**config.mk**
```make
export PLATFORM = sky130hd
export DESIGN_NAME = sdr_out_stage
export DESIGN_NICKNAME = d
export VERILOG_FILES = /design/src/rtl/sdr_pkg.sv /design/src/rtl/sdr_out_stage.sv
export SDC_FILE = /design/constraint.sdc
export NUM_CORES = 1
export LEC_CHECK = 0
export BUFFER_PORTS_ARGS = -buffer_cell sky130_fd_sc_hd__buf_2
export CAP_MARGIN = 20
export CORE_ASPECT_RATIO = 0.7
export CORE_MARGIN = 1
export CORE_UTILIZATION = 41
export CTS_CLUSTER_DIAMETER = 200
export DETAILED_ROUTE_END_ITERATION = 7
export GPL_ROUTABILITY_DRIVEN = 0
export GPL_TIMING_DRIVEN = 0
export HOLD_SLACK_MARGIN = 0.15
export PLACE_DENSITY_LB_ADDON = 0.25
export RECOVER_POWER = 50
export SYNTH_ARGS = -nofsm -noshare
export SYNTH_HDL_FRONTEND = slang
export SYNTH_SLANG_ARGS = --single-unit
```
**constraint.sdc**
```tcl
create_clock -name clk -period 1 [get_ports clk]
set_input_delay 0.2 -clock clk [delete_from_list [all_inputs] [get_ports clk]]
set_output_delay 0.2 -clock clk [all_outputs]
set_load 0.02 [all_outputs]
```
**src/rtl/sdr_pkg.sv**
```systemverilog
`default_nettype none
package sdr_pkg;

  localparam int unsigned SDR_STORE_DEPTH = 128;
  localparam int unsigned SDR_VALUE_W     = 32;
  localparam int unsigned SDR_OUT_DATA_W  = 40;

  // word travelling down the cell chain
  typedef struct packed {
    logic                   vld;
    logic [SDR_VALUE_W-1:0] value;
    logic                   last;
    logic                   hit;     // matched a stored value upstream
    logic                   placed;  // found a free slot upstream
  } sdr_tok_t;

endpackage
`default_nettype wire

```
**src/rtl/sdr_out_stage.sv**
```systemverilog
`default_nettype none
module sdr_out_stage
  import sdr_pkg::*;
(
  input  wire logic                      clk,
  input  wire logic                      rst_n,
  input  wire logic                      adv,
  input  wire sdr_tok_t                  tok_in,
  output logic                           out_tvalid,
  output logic [SDR_OUT_DATA_W-1:0]      out_tdata,
  output logic                           out_tlast
);

  logic                      rep_r, rep_nxt;
  logic                      ovf_r, ovf_nxt;
  logic                      vld_r;
  logic [SDR_OUT_DATA_W-1:0] data_r, data_nxt;
  logic                      last_r;
  logic                      rep_now, ovf_now;

  assign rep_now = rep_r | tok_in.hit;
  assign ovf_now = ovf_r | (!tok_in.hit && !tok_in.placed);

  always_comb begin
    data_nxt = {{(SDR_OUT_DATA_W-SDR_VALUE_W-3){1'b0}},
                ovf_now, rep_now, !tok_in.hit, tok_in.value};
    rep_nxt  = rep_r;
    ovf_nxt  = ovf_r;
    if (tok_in.vld) begin
      rep_nxt = tok_in.last ? 1'b0 : rep_now;
      ovf_nxt = tok_in.last ? 1'b0 : ovf_now;
    end
  end

  always_ff @(posedge clk) begin
    if (!rst_n) begin
      vld_r <= 1'b0;
      rep_r <= 1'b0;
      ovf_r <= 1'b0;
    end else if (adv) begin
      vld_r <= tok_in.vld;
      rep_r <= rep_nxt;
      ovf_r <= ovf_nxt;
    end
  end

  always_ff @(posedge clk) begin
    if (adv && tok_in.vld) begin
      data_r <= data_nxt;
      last_r <= tok_in.last;
    end
  end

  assign out_tvalid = vld_r;
  assign out_tdata  = data_r;
  assign out_tlast  = last_r;

endmodule
`default_nettype wire

```
Word-level counts from Yosys, hierarchy flattened --
Index checks and enable logic that the tools add are counted.
Storage, ports and cells: register bits after elaboration 39, input bits 39, logic and storage cells 14
Cells by class: multiplexer cells 2, bitwise operators 2, reduce and logical (&&, ||, !) cells 5
Operators by type and width (number):
- 1-bit logical AND | 2
- 1-bit logical NOT | 2
- 1-bit 2-to-1 mux | 2
- 1-bit OR | 2
- 2-bit AND reduction | 1

Logic depth before layout (Yosys ltp) --
depth after elaboration 4, gate-level depth with buffers 2, gate-level depth less buffers 2

Worst setup path after synthesis --
No wires, ideal clock.
path type input port to flip-flop, from input port adv, to register data_r[0] (netlist: out_tdata[0]), enable pin, setup time 0.347 ns, data arrival time 0.559 ns, data required time 0.653 ns, slack 0.094 ns, cell stages on the path 1, buffers on the path 0, path through and2_4
Between the ends: longest elaborated chain between the ends 1
Ends and longest elaborated chain:
- start, declared | line sdr_out_stage.sv:7 | input wire logic adv,
- 1-bit logical AND | line sdr_out_stage.sv:48 | if (adv && tok_in.vld) begin
- end signal, assigned | line sdr_out_stage.sv:49 | data_r <= data_nxt;
- end, declared | line sdr_out_stage.sv:17 | logic [SDR_OUT_DATA_W-1:0] data_r, data_nxt;
No other way between the ends. A chain may end at the register's enable or synchronous reset.

Worst setup path after layout --
from register data_r[20] (netlist: out_tdata[20]), to output port out_tdata[20]
RTL lines:
- end, declared | line sdr_out_stage.sv:10 | output logic [SDR_OUT_DATA_W-1:0] out_tdata,
No word-level cell between the ends.

==> results.toml <==
[timing]
finalSetupViolCount = 28
fin_crit_sh_pct = 107
fmax_ghz = 0.931
hold_viol_final = 0
clock_skew_ps = 0.0906
rsz0062_at_grt = "true"
period_needed_ps = 1070
setup-tns-final_ps = -587
maxSlewViolCount = 0
layout_setup_ws_ps = -74.5

[clock_network]
h-tree-depth = 2
path_clk_slew_ps = 70
cts_tree = "yes"
clock_latency_ps = 270
cts_buffer_depth = 2
root_buffer = "clkbuf_8"
clkSinkCount = 39
cts_setup_buffers = 0
cts_buffers = 5

[power]
leakagePower_nw = 0.975
p_per_area_nw_per_um2 = 1640
p_total_mw = 3.75
ir_worst_vdd_v = 0.00118

[synth]
synthXorXnorAreaFrac_pct = 0
yosysTopAreaCell = "edfxtp_1"
async_reset_ff_share_pct = 0
synth_top_family_by_area = "buffers and inverters"
ys_ff_latch = 39
synth.yosys.seq_area_share_pct = 90.6
synth_most_common_cell = "edfxtp_1"
yosys_warnings = 0
synthAdderAreaFrac_pct = 0
syn_inst = 56
syn_avg_cell_area_sq_um = 22.5
synthFlopType = "edfxtp_1"
yosysUniqueCellTypes = 14
synth_compound_area_share_pct = 2.28
synth_edf_count = 36
syn_area_sq_um = 1260
ys_top_cells_by_area = "edfxtp_1 (86%), dfxtp_1 (4.8%), buf_4 (3.0%)"
synthMuxAreaShare_pct = 0.794
ys_top_cells_by_count = "edfxtp_1 (36), buf_4 (5), dfxtp_1 (3)"
synth_top_area_share_pct = 85.8
yosys.area_share.simple_pct = 2.48

[finish]
multi_input_area_sq_um = 85.1
syn_to_final_growth_pct = 81.4
fillCellCount = 171
postLayoutCoreUtil_pct = 79.9
nets = 214
finalInstanceArea_sq_um = 2290
antenna_cells = 0
seq_area_sq_um = 1140
drive_above_1_share_pct = 47.7

[flow_run]
drv_cap = 0

[detailed_routing]
dr.pass1.iters = 4
drt_first_iter_violations = 45
wl_per_cell_um = 13.7
antenna_left = 0
dr_total_vias = 923
drt-total-wl_um = 2910
vias_per_cell = 4.35
drc = 0

[placement]
io_buffers = 75
dp_hpwl_um = 1630
dpl_cell_area_sq_um = 1700

[die]
io-pin-count = 81
die_area_sq_um = 3300
rows = 16
initial_core_util_pct = 44.0
die-width_um = 68.3
fp.dieH_um = 48.4
core_area_sq_um = 2860

[critical_path]
cp-start-kind = "register"
end_kind = "output pin"
cp.arrival_ps = 870
path_class = "reg2out"
critical_path.max_fanout = 1
max_stage_delay_ps = 440
cp_cell_sequence = "buf_6"
cpLargestDelayFamily = "flip-flops"
crit_buf_inv = 1
cp.required_ps = 800
slowest_stage = "edfxtp_1"

[global_routing]
grt_remaining_overflow = 0
grtUsageTotal_pct = 16.8
grt_pass1_vias = 910
grt_pass1_wl_um = 3900
grt_max_degree = 38
antenna_found_initial = 0

[worst_hold_path]
worstHoldPathType = "in2reg"

[run_status]
status = "complete, but fails checks"
violations = "setup timing"
## state kept, by name, summed over array words and instances, names as in the netlist
register / count
out_tdata: 35
out_tlast: 1
out_tvalid: 1
ovf_r: 1
rep_r: 1
## what timing repair did
action / 4_1_cts / 5_1_grt
gates cloned: 0 / 0
setup endpoints to repair: 36 / 36
endpoints found under the hold margin: 33 / 0
gates resized for setup: 4 / 48
hold buffers: 33 / 0
## layout by cell type (no fill, tap or decap), types with 2 or more instances in the layout
| master | n |
|---|---|
| clkbuf_8 | 5 |
| buf_2 | 44 |
| inv_1 | 2 |
| dlygate4sd3_1 | 33 |
| dfxtp_1 | 3 |
| buf_4 | 5 |
| clkbuf_1 | 5 |
| buf_6 | 26 |
| conb_1 | 5 |
| edfxtp_1 | 36 |
## cells by family after synthesis
logic type      Yosys count
simple gates              5
flops                    39
other cells               1
mux                       1
compound gates            3
buf+inv                   7
## through the flow
step | cells | worst slack (ps) | hold slack [ps]
4_1_cts | 212 | -57.1 | 155
3_3_place_gp | 171 | -126 | 377
5_1_grt | 212 | -101 | 167
2_1_floorplan | 60 | 93.7 | 299
6_report | 212 | -74.5 | 177
3_5_place_dp | 171 | -160 | 378
## metal layers
metal	vias up	routed length [um]	GRT usage, %
met4	0	0	1.04
met1	429	1080	17.0
met5	-	0	0
li1	437	-	-
met3	0	284	9.91
met2	57	1550	30.4
## layout make-up
cell class              count  share of cell area [%]
clock inverters             3                    1.70
multi-input cells          14                    3.72
well taps                  36                    1.97
repair buffers            108                    37.7
flip-flops and latches     39                    49.9
inverters                   2                   0.328
clock buffers               5                    3.01
plain buffers               5                    1.64
## power by group
group	switching, mW	internal [mW]	leakage [nW]
clock network	0.515	0.730	0.0556
registers	0.0445	1.90	0.363
logic	0.261	0.299	0.557
total	0.821	2.93	0.975
## final timing paths
check / from / to / slack [ps] / cells past startpoint
hold / removal: rst_n / ovf_r$_SDFFE_PN0P_ / 180 / 2
setup / recovery: out_tdata[20]$_DFFE_PP_ / out_tdata[20] / -70 / 1
setup reg to reg: rep_r$_SDFFE_PN0P_ / out_tdata[33]$_DFFE_PP_ / 150 / 1
hold reg to reg: out_tvalid$_SDFFE_PN0P_ / out_tvalid$_SDFFE_PN0P_ / 500 / 2
Note: power is estimated with default switching activity, not from simulation.
