**config.mk**
```make
export PLATFORM = sky130hd
export DESIGN_NAME = sdr_cell
export DESIGN_NICKNAME = d
export VERILOG_FILES = /design/src/rtl/sdr_pkg.sv /design/src/rtl/sdr_cell.sv
export SDC_FILE = /design/constraint.sdc
export NUM_CORES = 1
export LEC_CHECK = 0
export ABC_AREA = 1
export BUFFER_PORTS_ARGS = -buffer_cell sky130_fd_sc_hd__clkbuf_2
export CORE_MARGIN = 5
export CORE_UTILIZATION = 51
export DETAILED_ROUTE_END_ITERATION = 10
export GPL_TIMING_DRIVEN = 0
export PLACE_DENSITY = 0.79
export SLEW_MARGIN = 20
export SYNTH_ARGS = -nofsm -noshare
export SYNTH_HDL_FRONTEND = slang
export SYNTH_SLANG_ARGS = --single-unit
```
**constraint.sdc**
```tcl
create_clock -name clk -period 6.5 [get_ports clk]
set_input_delay 1.3 -clock clk [delete_from_list [all_inputs] [get_ports clk]]
set_output_delay 1.3 -clock clk [all_outputs]
set_load 0.02 [all_outputs]
```
**src/rtl/sdr_pkg.sv**
```systemverilog
`default_nettype none
package sdr_pkg;

  localparam int unsigned SDR_STORE_DEPTH = 128;
  localparam int unsigned SDR_VALUE_W     = 32;
  localparam int unsigned SDR_OUT_DATA_W  = 40;

  // word travelling down the cell chain
  typedef struct packed {
    logic                   vld;
    logic [SDR_VALUE_W-1:0] value;
    logic                   last;
    logic                   hit;     // matched a stored value upstream
    logic                   placed;  // found a free slot upstream
  } sdr_tok_t;

endpackage
`default_nettype wire

```
**src/rtl/sdr_cell.sv**
```systemverilog
`default_nettype none
module sdr_cell
  import sdr_pkg::*;
(
  input  wire logic     clk,
  input  wire logic     rst_n,
  input  wire logic     adv,
  input  wire sdr_tok_t tok_in,
  output sdr_tok_t      tok_out
);

  sdr_tok_t               tok_r, tok_nxt;
  logic                   slot_vld_r, slot_vld_nxt;
  logic [SDR_VALUE_W-1:0] slot_val_r, slot_val_nxt;
  logic                   hit_here;
  logic                   claim;

  assign hit_here = slot_vld_r && (slot_val_r == tok_in.value);
  // slots fill in order, so the first free slot is the next one to take
  assign claim    = tok_in.vld && !slot_vld_r && !tok_in.hit && !tok_in.placed;

  always_comb begin
    tok_nxt        = tok_in;
    tok_nxt.hit    = tok_in.hit | (tok_in.vld & hit_here);
    tok_nxt.placed = tok_in.placed | claim;
    slot_vld_nxt   = slot_vld_r;
    slot_val_nxt   = slot_val_r;
    if (tok_in.vld && tok_in.last) begin
      // end of set sweeps the chain right behind the last word
      slot_vld_nxt = 1'b0;
    end else if (claim) begin
      slot_vld_nxt = 1'b1;
      slot_val_nxt = tok_in.value;
    end
  end

  always_ff @(posedge clk) begin
    if (!rst_n) begin
      tok_r      <= '0;
      slot_vld_r <= 1'b0;
    end else if (adv) begin
      tok_r      <= tok_nxt;
      slot_vld_r <= slot_vld_nxt;
    end
  end

  always_ff @(posedge clk) begin
    if (adv) begin
      slot_val_r <= slot_val_nxt;
    end
  end

  assign tok_out = tok_r;

endmodule
`default_nettype wire

```
# ---- Word-level counts from Yosys, hierarchy flattened
# Index checks and enable logic that the tools add are counted.
dict set report classes {
  add_sub_neg 0
  n_mul 0
  div_mod_pow 0
  order_cmp 0
  n_eq_ne 1
  n_shift 0
  mux 2
  bitwise 4
  reduce_logical 11
}
# operator n
set op_table {}
lappend op_table {{$eq A32 B32 Y1} 1}
lappend op_table {{$logic_and A1 B1 Y1} 5}
lappend op_table {{$logic_not A1 Y1} 3}
lappend op_table {{$reduce_and A3 Y1} 1}
lappend op_table {{$mux W1} 2}
lappend op_table {{$or A1 B1 Y1} 2}
lappend op_table {{$reduce_and A2 Y1} 1}
lappend op_table {{$reduce_bool A2 Y1} 1}
lappend op_table {{$and A1 B1 Y1} 1}
lappend op_table {{$not A1 Y1} 1}
dict set report totals {
  regBits 69
  latch_bits 0
  ramBits 0
  romBits 0
  in_bits 39
  output_inout_bits 36
  elab_cells 25
  n_memories 0
}

# ---- Longest topological paths before layout
# Gate-level depths: netlist of the first run.
dict set report logic_depth {
  word_depth 6
  ltp_mapped 10
  ltp_nobuf 10
}

# ---- Worst setup path after synthesis of the first run
# Ideal clock, no wire load.
dict set report synth_path {
  path_kind {input-to-reg}
  start {input port adv}
  end {register slot_val_r[0], enable pin}
  setup_time_ns 0.421
  t_arrival_ns 3.029
  setup_slack_ns 3.050
  path_stages 5
  n_path_buf 1
  cell_sequence {buf_6 > inv_2 > nor2_1 > nand3_1 > nor2_1}
}
dict set report synth_via {
  elab_chain_cells 1
}
# element line
set synth_rtl {}
lappend synth_rtl {{from (decl)} sdr_cell.sv:7} ;# input wire logic adv,
lappend synth_rtl {{$reduce_and A3 Y1 (no line)} -}
lappend synth_rtl {{to (signal assigned)} sdr_cell.sv:49} ;# slot_val_r <= slot_val_nxt;
lappend synth_rtl {{to (decl)} sdr_cell.sv:14} ;# logic [SDR_VALUE_W-1:0] slot_val_r, slot_val_nxt;
# Every way passes these cells.
# A chain may end at the register's enable or synchronous reset.

# ---- Worst setup path after layout of the first run
dict set report layout_path {
  start {input port adv}
  end {register slot_val_r[5], enable pin}
}
# The elaborated chain is that of the path after synthesis.

==> key figures, run 1 <==
Yosys
  – Yosys cell types: 19
  – YS warnings: 0
  – Register area share after synthesis: 0.615
  – Synth Cell Area: 2770 um^2
  – Dominant cell type by area after synthesis: edfxtp_1
  – Top cells by area, synth: edfxtp_1 (35%), dfxtp_1 (27%), o21ai_0 (7.2%)
  – Synth top area share: 0.348
  – Post-Syn Instances: 304
  – Net Count, Synth: 343
  – Yosys reg bits: 69
  – Avg Inst Size Synth: 9.10 um^2

Pwr
  – Final Power: 0.888 mW
  – Static Leak: 1.58 nW
  – Max IR drop VDD: 0.000173 V
  – Power Density: 260 nW/um^2

Final layout
  – # fillers: 436
  – Area Growth Syn to Fin: 23.7%
  – Most common cell after layout, fill and taps aside: clkbuf_2
  – Share of post-route cells with drive strength above 1: 0.249
  – Total Nets Final: 427
  – Area of the multi-input gates: 871 um^2
  – Most frequent cells in the layout: clkbuf_2 (73), nand2_1 (52), nor2_1 (43), o21ai_0 (40)
  – Diodes inserted: 0
  – Register area: 1700 um^2

STA
  – Final Max Tran Viols: 0
  – Maximum clock rate: 414 MHz
  – Final period util: 0.372
  – Tmin final: 2420 ps
  – Slew @ Worst Pin: 531 ps
  – Worst clock skew: 6.80 ps
  – Final setup violation count: 0
  – RSZ-0062 raised after global routing: false
  – Final Hold Vio Count: 0
  – Setup_tns: 0 ps
  – Slew headroom: 0.645

Global routing
  – Overflow after GRT: 0
  – Largest net degree at the start of global routing: 18
  – Gr usage total: 0.183
  – First-pass GRT wire length: 10300 um
  – Initial antenna violation count: 0
  – Vias in the first global route: 2274

Floorplanning
  – Die Y: 83.6 um
  – I/O pins: 75
  – Rows: 26
  – Core Footprint: 5170 um^2
  – Die area: 6990 um^2
  – Die width: 83.6 um
  – Initial core utilization: 0.535

Worst setup path
  – Crit path launch type: input port
  – Delay-heaviest family, CP: simple AND/OR/NAND/NOR gates
  – Buffer and inverter count on the worst path: 3
  – Slowest cell on crit path: nor2_4
  – Worst path required time: 6530 ps
  – Critical-path cell list: buf_6 -> inv_2 -> nor2_1 -> nand3_1 -> nor2_4 -> buf_16
  – CP Capture Type: register
  – Worst-path maximum fanout: 17
  – WS Path Type: in -> reg
  – Largest stage delay, worst path: 450 ps
  – Crit path DAT: 2440 ps

Route
  – Via count: 2221
  – DRC errors left: 0
  – Routed length per placed instance: 13.3 um
  – DRT Pass-1 Iters: 4
  – Routed vias/inst: 4.80
  – Iter 0 DRT Violations: 56
  – Routed wire length: 6170 um
  – Final ANT Viol Nets: 0

CTS
  – CTS buffer count: 9
  – Post-CTS Setup Inserts: 0
  – Clock Latency Late Sink: 320 ps
  – CTS Hold Bufs: 0
  – H-tree depth: 3
  – Maximum buffer depth of the clock tree: 2
  – Clock-pin transition on the worst setup and hold timing paths: 60 ps
  – CTS tree: built
  – Cts repair resizes: 0
  – CTS sink count: 69
  – Clock Root Buffer: clkbuf_8

Placed design
  – RePlAce Congestion: 0.745
  – Dpl hpwl: 4630 um
  – PortBufs: 72

Min path
  – Hold crit path type: reg -> reg

Status
  – Status: complete, no violations

Job
  – MaxCap Viol Count: 0
routing by layer:
metal | track usage | wire, um | vias up
li1 | - | - | 1152
met1 | 0.218 | 2730 | 1016
met2 | 0.313 | 3100 | 49
met3 | 0.0533 | 309 | 4
met4 | 0.0687 | 40 | 0
met5 | 0 | 0 | -
worst min-delay path: cells and delay by family, from the launching register on:
family / cells / cell delay [ps]
AO/OA/AOI/OAI: 1 / 60
buffers and inverters: 1 / 80
flip-flops: 1 / 320
report_power, final:
part / total (mW) / internal, mW / switching (mW) / leakage [nW]
Sequential: 0.483 / 0.473 / 0.00924 / 0.597
Combinational: 0.103 / 0.0369 / 0.0660 / 0.892
Clock: 0.303 / 0.158 / 0.145 / 0.0881
Total: 0.888 / 0.668 / 0.220 / 1.58
worst paths after layout:
kind / from / to / slack, ps / cells after the start
worst max register to register: slot_vld_r / slot_val_r[5] / 4980 / 4
worst min-delay path: slot_vld_r / slot_vld_r / 500 / 2
worst min register to register: slot_vld_r / slot_vld_r / 500 / 2
worst max-delay path: adv / slot_val_r[5] / 4080 / 6
cell type report:
cell class / instances / share of cell area
multi-input cells: 185 / 0.255
inverters: 39 / 0.0428
well taps: 70 / 0.0256
flip-flops and latches: 69 / 0.498
clock buffers: 14 / 0.0476
clock inverters: 2 / 0.00256
repair buffers: 73 / 0.113
plain buffers: 11 / 0.0157
cells by family (layout without fill, tap and decap cells):
kind of cell	after synthesis	count (layout)	share of synthesized area
simple gates	109	109	0.157
flops	69	69	0.615
compound gates	64	64	0.117
buf+inv	50	139	0.0724
xor+xnor	12	12	0.0380
metrics by stage:
stage / worst slack, ps / utilization / hold slack [ps] / instances / cell area [um^2]
2_1_floorplan: 3050 / - / 468 / 304 / 2770
3_3_place_gp: 2320 / 0.621 / 476 / 446 / 3210
3_5_place_dp: 3730 / 0.628 / 487 / 447 / 3250
4_1_cts: 4080 / 0.661 / 506 / 463 / 3420
5_1_grt: 3980 / 0.661 / 546 / 463 / 3420
6_report: 4080 / 0.661 / 504 / 463 / 3420
cells in the mapped netlist (all sizes together):
cell type,n
nand2,53
edfxtp,32
dfxtp,37
xnor2,11
nand3,6
nor2,44
clkbuf,7
inv,39
a21oi,24
nand4,3
or2,3
o21ai,40
buf,4
xor2,1
state kept, by name, indices dropped and copies added (netlist names):
name,cells
slot_val_r,32
slot_vld_r,1
tok_out,36
Note: power is estimated with default switching activity, not from simulation.
==> run 2, diff against run 1 <==
Clock period 6.5 ns to 2.4 ns, I/O delays scaled along.
==> run 2 against run 1 <==
Against the previous run: hold slack got worse by 170 ps; power increased to 2.7 times the previous value; largest power group unchanged; setup slack got worse by 3200 ps; critical endpoint is now slot_val_r[1]; cell count unchanged; largest cell class unchanged; die area unchanged; first-iteration DRC count increased to 3.0 times the previous value.
==> key figures, run 2 (synthesized netlist as in run 1, its figures left out) <==
Floorplanning
  – I/O pins: 75
  – Die Y: 83.6 um
  – Die area: 6990 um^2
  – Rows: 26
  – Initial core utilization: 0.535
  – Core Footprint: 5170 um^2
  – Die width: 83.6 um

Pwr
  – Net Switching: 0.613 mW
  – Combinational Power Share: 0.116
  – Clock share of power: 0.345
  – Max IR drop VDD: 0.000473 V
  – Switching Fraction: 0.253
  – Static Leak: 1.58 nW
  – Final Power: 2.42 mW
  – Internal cell power: 1.81 mW
  – Power Density: 709 nW/um^2
  – Sequential power share: 0.539

Status
  – Status: complete, no violations

Min path
  – Hold crit path type: in -> reg
  – Hold Path Depth: 1

CTS
  – CTS tree: built
  – Clock Root Buffer: clkbuf_8
  – CTS Hold Bufs: 0
  – CTS buffer count: 9
  – Post-CTS Setup Inserts: 0
  – H-tree depth: 3
  – Maximum buffer depth of the clock tree: 2
  – Clock-pin transition on the worst setup and hold timing paths: 70 ps
  – Clock Latency Late Sink: 340 ps
  – CTS sink count: 69
  – Cts repair resizes: 0

STA
  – Worst clock skew: 7.90 ps
  – Maximum clock rate: 639 MHz
  – RSZ-0062 raised after global routing: false
  – Final Max Tran Viols: 0
  – Tmin final: 1560 ps
  – WHS: 329 ps
  – Final Hold Vio Count: 0
  – Slew @ Worst Pin: 480 ps
  – Final setup violation count: 0
  – Setup_tns: 0 ps
  – Final period util: 0.652
  – Slew headroom: 0.680

Route
  – DRC errors left: 0
  – Routed length per placed instance: 13.8 um
  – Via count: 2276
  – Final ANT Viol Nets: 0
  – Routed wire length: 6370 um
  – Iter 0 DRT Violations: 170
  – Routed vias/inst: 4.92
  – DRT Pass-1 Iters: 4

Worst setup path
  – WS Path Type: in -> reg
  – Worst-path maximum fanout: 19
  – Worst path required time: 2440 ps
  – Crit path launch type: input port
  – Reg2Reg Depth: 4
  – Slowest cell on crit path: nor2_4
  – Delay-heaviest family, CP: simple AND/OR/NAND/NOR gates
  – Crit path DAT: 1610 ps
  – Largest stage delay, worst path: 420 ps
  – CP Capture Type: register
  – Buffer and inverter count on the worst path: 3
  – Critical-path cell list: buf_6 -> inv_2 -> nor2_1 -> nand3_1 -> nor2_4 -> buf_16
  – CP Depth: 6

Final layout
  – # fillers: 431
  – Diodes inserted: 0
  – Max FFs per register: 36
  – Register area: 1700 um^2
  – Area Growth Syn to Fin: 23.7%
  – Share of post-route cells with drive strength above 1: 0.252
  – Most common cell after layout, fill and taps aside: clkbuf_2
  – Most frequent cells in the layout: clkbuf_2 (73), nand2_1 (52), nor2_1 (43), o21ai_0 (40)
  – Area of the multi-input gates: 871 um^2
  – Total Nets Final: 427

Global routing
  – Gr usage total: 0.192
  – Vias in the first global route: 2367
  – Initial antenna violation count: 0
  – Overflow after GRT: 0
  – First-pass GRT wire length: 10700 um
  – Largest net degree at the start of global routing: 20

Job
  – MaxCap Viol Count: 0

Placed design
  – RePlAce Congestion: 0.779
  – PortBufs: 72
  – Dpl hpwl: 4690 um
-- run 2: power by group through the flow --
stage	Clock [mW]	Combinational [mW]	Sequential, mW
2_1_floorplan	0	0.109	1.38
4_1_cts	0.856	0.284	1.31
3_5_place_dp	0	0.282	1.33
3_3_place_gp	0	0.271	1.33
6_report	0.836	0.281	1.31
5_1_grt	0.916	0.314	1.31
-- run 2: final cells by class --
class / instances / area share
sequential: 69 / 0.497
multi-input combinational: 185 / 0.255
timing repair buffer: 73 / 0.113
clock buffer: 14 / 0.0475
inverter: 39 / 0.0428
tap: 70 / 0.0256
buffer: 11 / 0.0157
clock inverter: 2 / 0.00293
-- run 2: per-stage QoR --
stage	cell area [um^2]	setup WS, ps	std cells	util
6_report	3420	836	463	0.661
5_1_grt	3420	703	463	0.661
4_1_cts	3420	832	463	0.661
3_5_place_dp	3250	469	447	0.628
3_3_place_gp	3220	-157	446	0.622
2_1_floorplan	2770	290	304	-
-- run 2: worst paths after layout --
kind	start	endpoint	slack [ps]
max	adv	slot_val_r[1]	840
min	tok_in[12]	slot_val_r[9]	330
max reg2reg	slot_vld_r	slot_val_r[1]	910
min reg2reg	tok_out[23]	tok_out[23]	500
-- run 2: metal layers --
layer	track usage	vias up	wire (um)
li1	-	1148	-
met1	0.231	1049	2870
met2	0.307	69	2880
met3	0.0642	10	515
met4	0.0936	0	107
met5	0	-	0
==> run 3, diff against run 2 <==
Settings changed: CORE_UTILIZATION 51 to 47, PLACE_DENSITY 0.79 to 0.77.
Clock period 2.4 ns to 1.4 ns, I/O delays scaled along.
==> run 3 against run 2 <==
Against the previous run: first-iteration DRC count down 44%; sequential share of layout area decreased by 1.0 points; non-clock buffer count increased by 3; highest routed layer unchanged; register-to-register slack lost 710 ps; critical path type is now reg -> reg; critical path depth decreased by 2; sequential power is 71% higher; die area increased by 7.5%; cell count is 1.9% higher; power is 75% higher.
==> key figures, run 3 (synthesized netlist as in run 1, its figures left out) <==
STA
  – Maximum clock rate: 834 MHz
  – Final Hold Vio Count: 0
  – Worst clock skew: 5.79 ps
  – Slew headroom: 0.694
  – Setup_tns: 0 ps
  – Worst setup margin: 201 ps
  – Final setup violation count: 0
  – WHS: 133 ps
  – Final period util: 0.856
  – Tmin final: 1200 ps
  – Slew @ Worst Pin: 459 ps
  – Final Max Tran Viols: 0
  – RSZ-0062 raised after global routing: false

Pwr
  – Static Leak: 1.60 nW
  – Sequential power share: 0.528
  – Internal cell power: 3.19 mW
  – Power Density: 1210 nW/um^2
  – Clock share of power: 0.356
  – Switching Fraction: 0.248
  – Final Power: 4.24 mW
  – Combinational Power Share: 0.116
  – Max IR drop VDD: 0.000701 V
  – Net Switching: 1.05 mW

Worst setup path
  – Worst path required time: 1440 ps
  – R2R setup slack: 200 ps
  – Crit path launch type: register
  – Launch point of the worst reg-to-reg path: slot_vld_r
  – Reg-to-Reg End: slot_val_r[14]
  – WS Path Type: reg -> reg
  – Worst-path maximum fanout: 16
  – Crit path DAT: 1240 ps
  – CP Capture Type: register
  – Reg2Reg Depth: 4

Floorplanning
  – Core Footprint: 5820 um^2
  – I/O pins: 75
  – Die area: 7520 um^2
  – Initial core utilization: 0.475
  – Rows: 28
  – Die Y: 86.7 um
  – Die width: 86.7 um

Global routing
  – Gr usage total: 0.185
  – Vias in the first global route: 2283
  – Largest net degree at the start of global routing: 17
  – Initial antenna violation count: 0
  – First-pass GRT wire length: 10600 um
  – Overflow after GRT: 0

Placed design
  – PortBufs: 72
  – Pre-CTS setup slack: -503 ps
  – Dpl hpwl: 4690 um
  – Placed cell area: 3260 um^2
  – Post-Place Cells: 451
  – RePlAce Congestion: 0.809

Final layout
  – Finished Layout Cells: 472
  – Max FFs per register: 36
  – Share of post-route cells with drive strength above 1: 0.262
  – Total Nets Final: 431
  – Most frequent cells in the layout: clkbuf_2 (73), nand2_1 (52), nor2_1 (42), o21ai_0 (40)
  – # fillers: 535
  – Area Growth Syn to Fin: 26.3%
  – Final core occ: 0.600
  – Most common cell after layout, fill and taps aside: clkbuf_2
  – Diodes inserted: 0
  – Finished layout cell area: 3490 um^2

CTS
  – CTS Hold Bufs: 0
  – CTS tree: built
  – CTS buffer count: 9
  – Clock Root Buffer: clkbuf_8
  – Clock Latency Late Sink: 330 ps
  – Clock-pin transition on the worst setup and hold timing paths: 70 ps
  – CTS sink count: 69
  – H-tree depth: 3
  – Maximum buffer depth of the clock tree: 2

Min path
  – Worst Hold Endpoint: slot_val_r[11]
  – Hold Crit Start: tok_in[14]
  – Hold crit path type: in -> reg
  – Hold Path Depth: 1

Job
  – MaxCap Viol Count: 0

Status
  – Status: complete, no violations

Route
  – Final ANT Viol Nets: 0
  – Routed wire length: 6420 um
  – Routed vias/inst: 4.87
  – Routed length per placed instance: 13.6 um
  – DRC errors left: 0
  – DRT Pass-1 Iters: 4
  – Iter 0 DRT Violations: 96
  – Via count: 2297
run 3: worst max path at each step:
stage	from	to	slack (ps)	depth (start not counted)
finish	slot_vld_r	slot_val_r[14]	200	4
global route	slot_val_r[28]	tok_out[1]	30	9
CTS	slot_vld_r	slot_val_r[14]	10	3
detailed placement	tok_in[35]	slot_val_r[3]	-500	5
global placement	tok_in[35]	slot_val_r[2]	-450	5
floorplan	adv	slot_val_r[0]	-140	5
run 3: power by group through the flow:
| stage | logic (mW) | registers, mW | clock network [mW] |
|---|---|---|---|
| global route | 0.551 | 2.25 | 1.66 |
| global placement | 0.476 | 2.28 | 0 |
| detailed placement | 0.489 | 2.28 | 0 |
| floorplan | 0.197 | 2.37 | 0 |
| finish | 0.493 | 2.24 | 1.51 |
| CTS | 0.497 | 2.24 | 1.56 |
run 3: final cells by class:
cell class / instances / area [um^2] / area share
clock buffer: 11 / 131 / 0.0376
multi-input combinational: 186 / 895 / 0.256
inverter: 39 / 154 / 0.0441
sequential: 69 / 1700 / 0.487
tap: 75 / 93.8 / 0.0269
buffer: 11 / 62.6 / 0.0179
timing repair buffer: 76 / 403 / 0.115
clock inverter: 5 / 51.3 / 0.0147
run 3: per-layer routing:
layer / track usage / vias to the layer above / wire, um
met1: 0.226 / 1050 / 2740
met3: 0.0637 / 6 / 494
li1: - / 1164 / -
met5: 0 / - / 0
met4: 0.0637 / 0 / 56
met2: 0.305 / 77 / 3130
run 3: worst max-delay path, stage by stage, from the launching register on:
cell and delay (ps):
dfxtp_1 310, inv_1 100, nand3_2 160, nor2_4 170, buf_12 170
run 3: timing repair:
| item | CTS | global route |
|---|---|---|
| resized for setup | 1 | 0 |
| pin swaps | 2 | 1 |
| setup endpoints to repair | 32 | 16 |
| setup buffers | 3 | 1 |
| cloned | 1 | 0 |
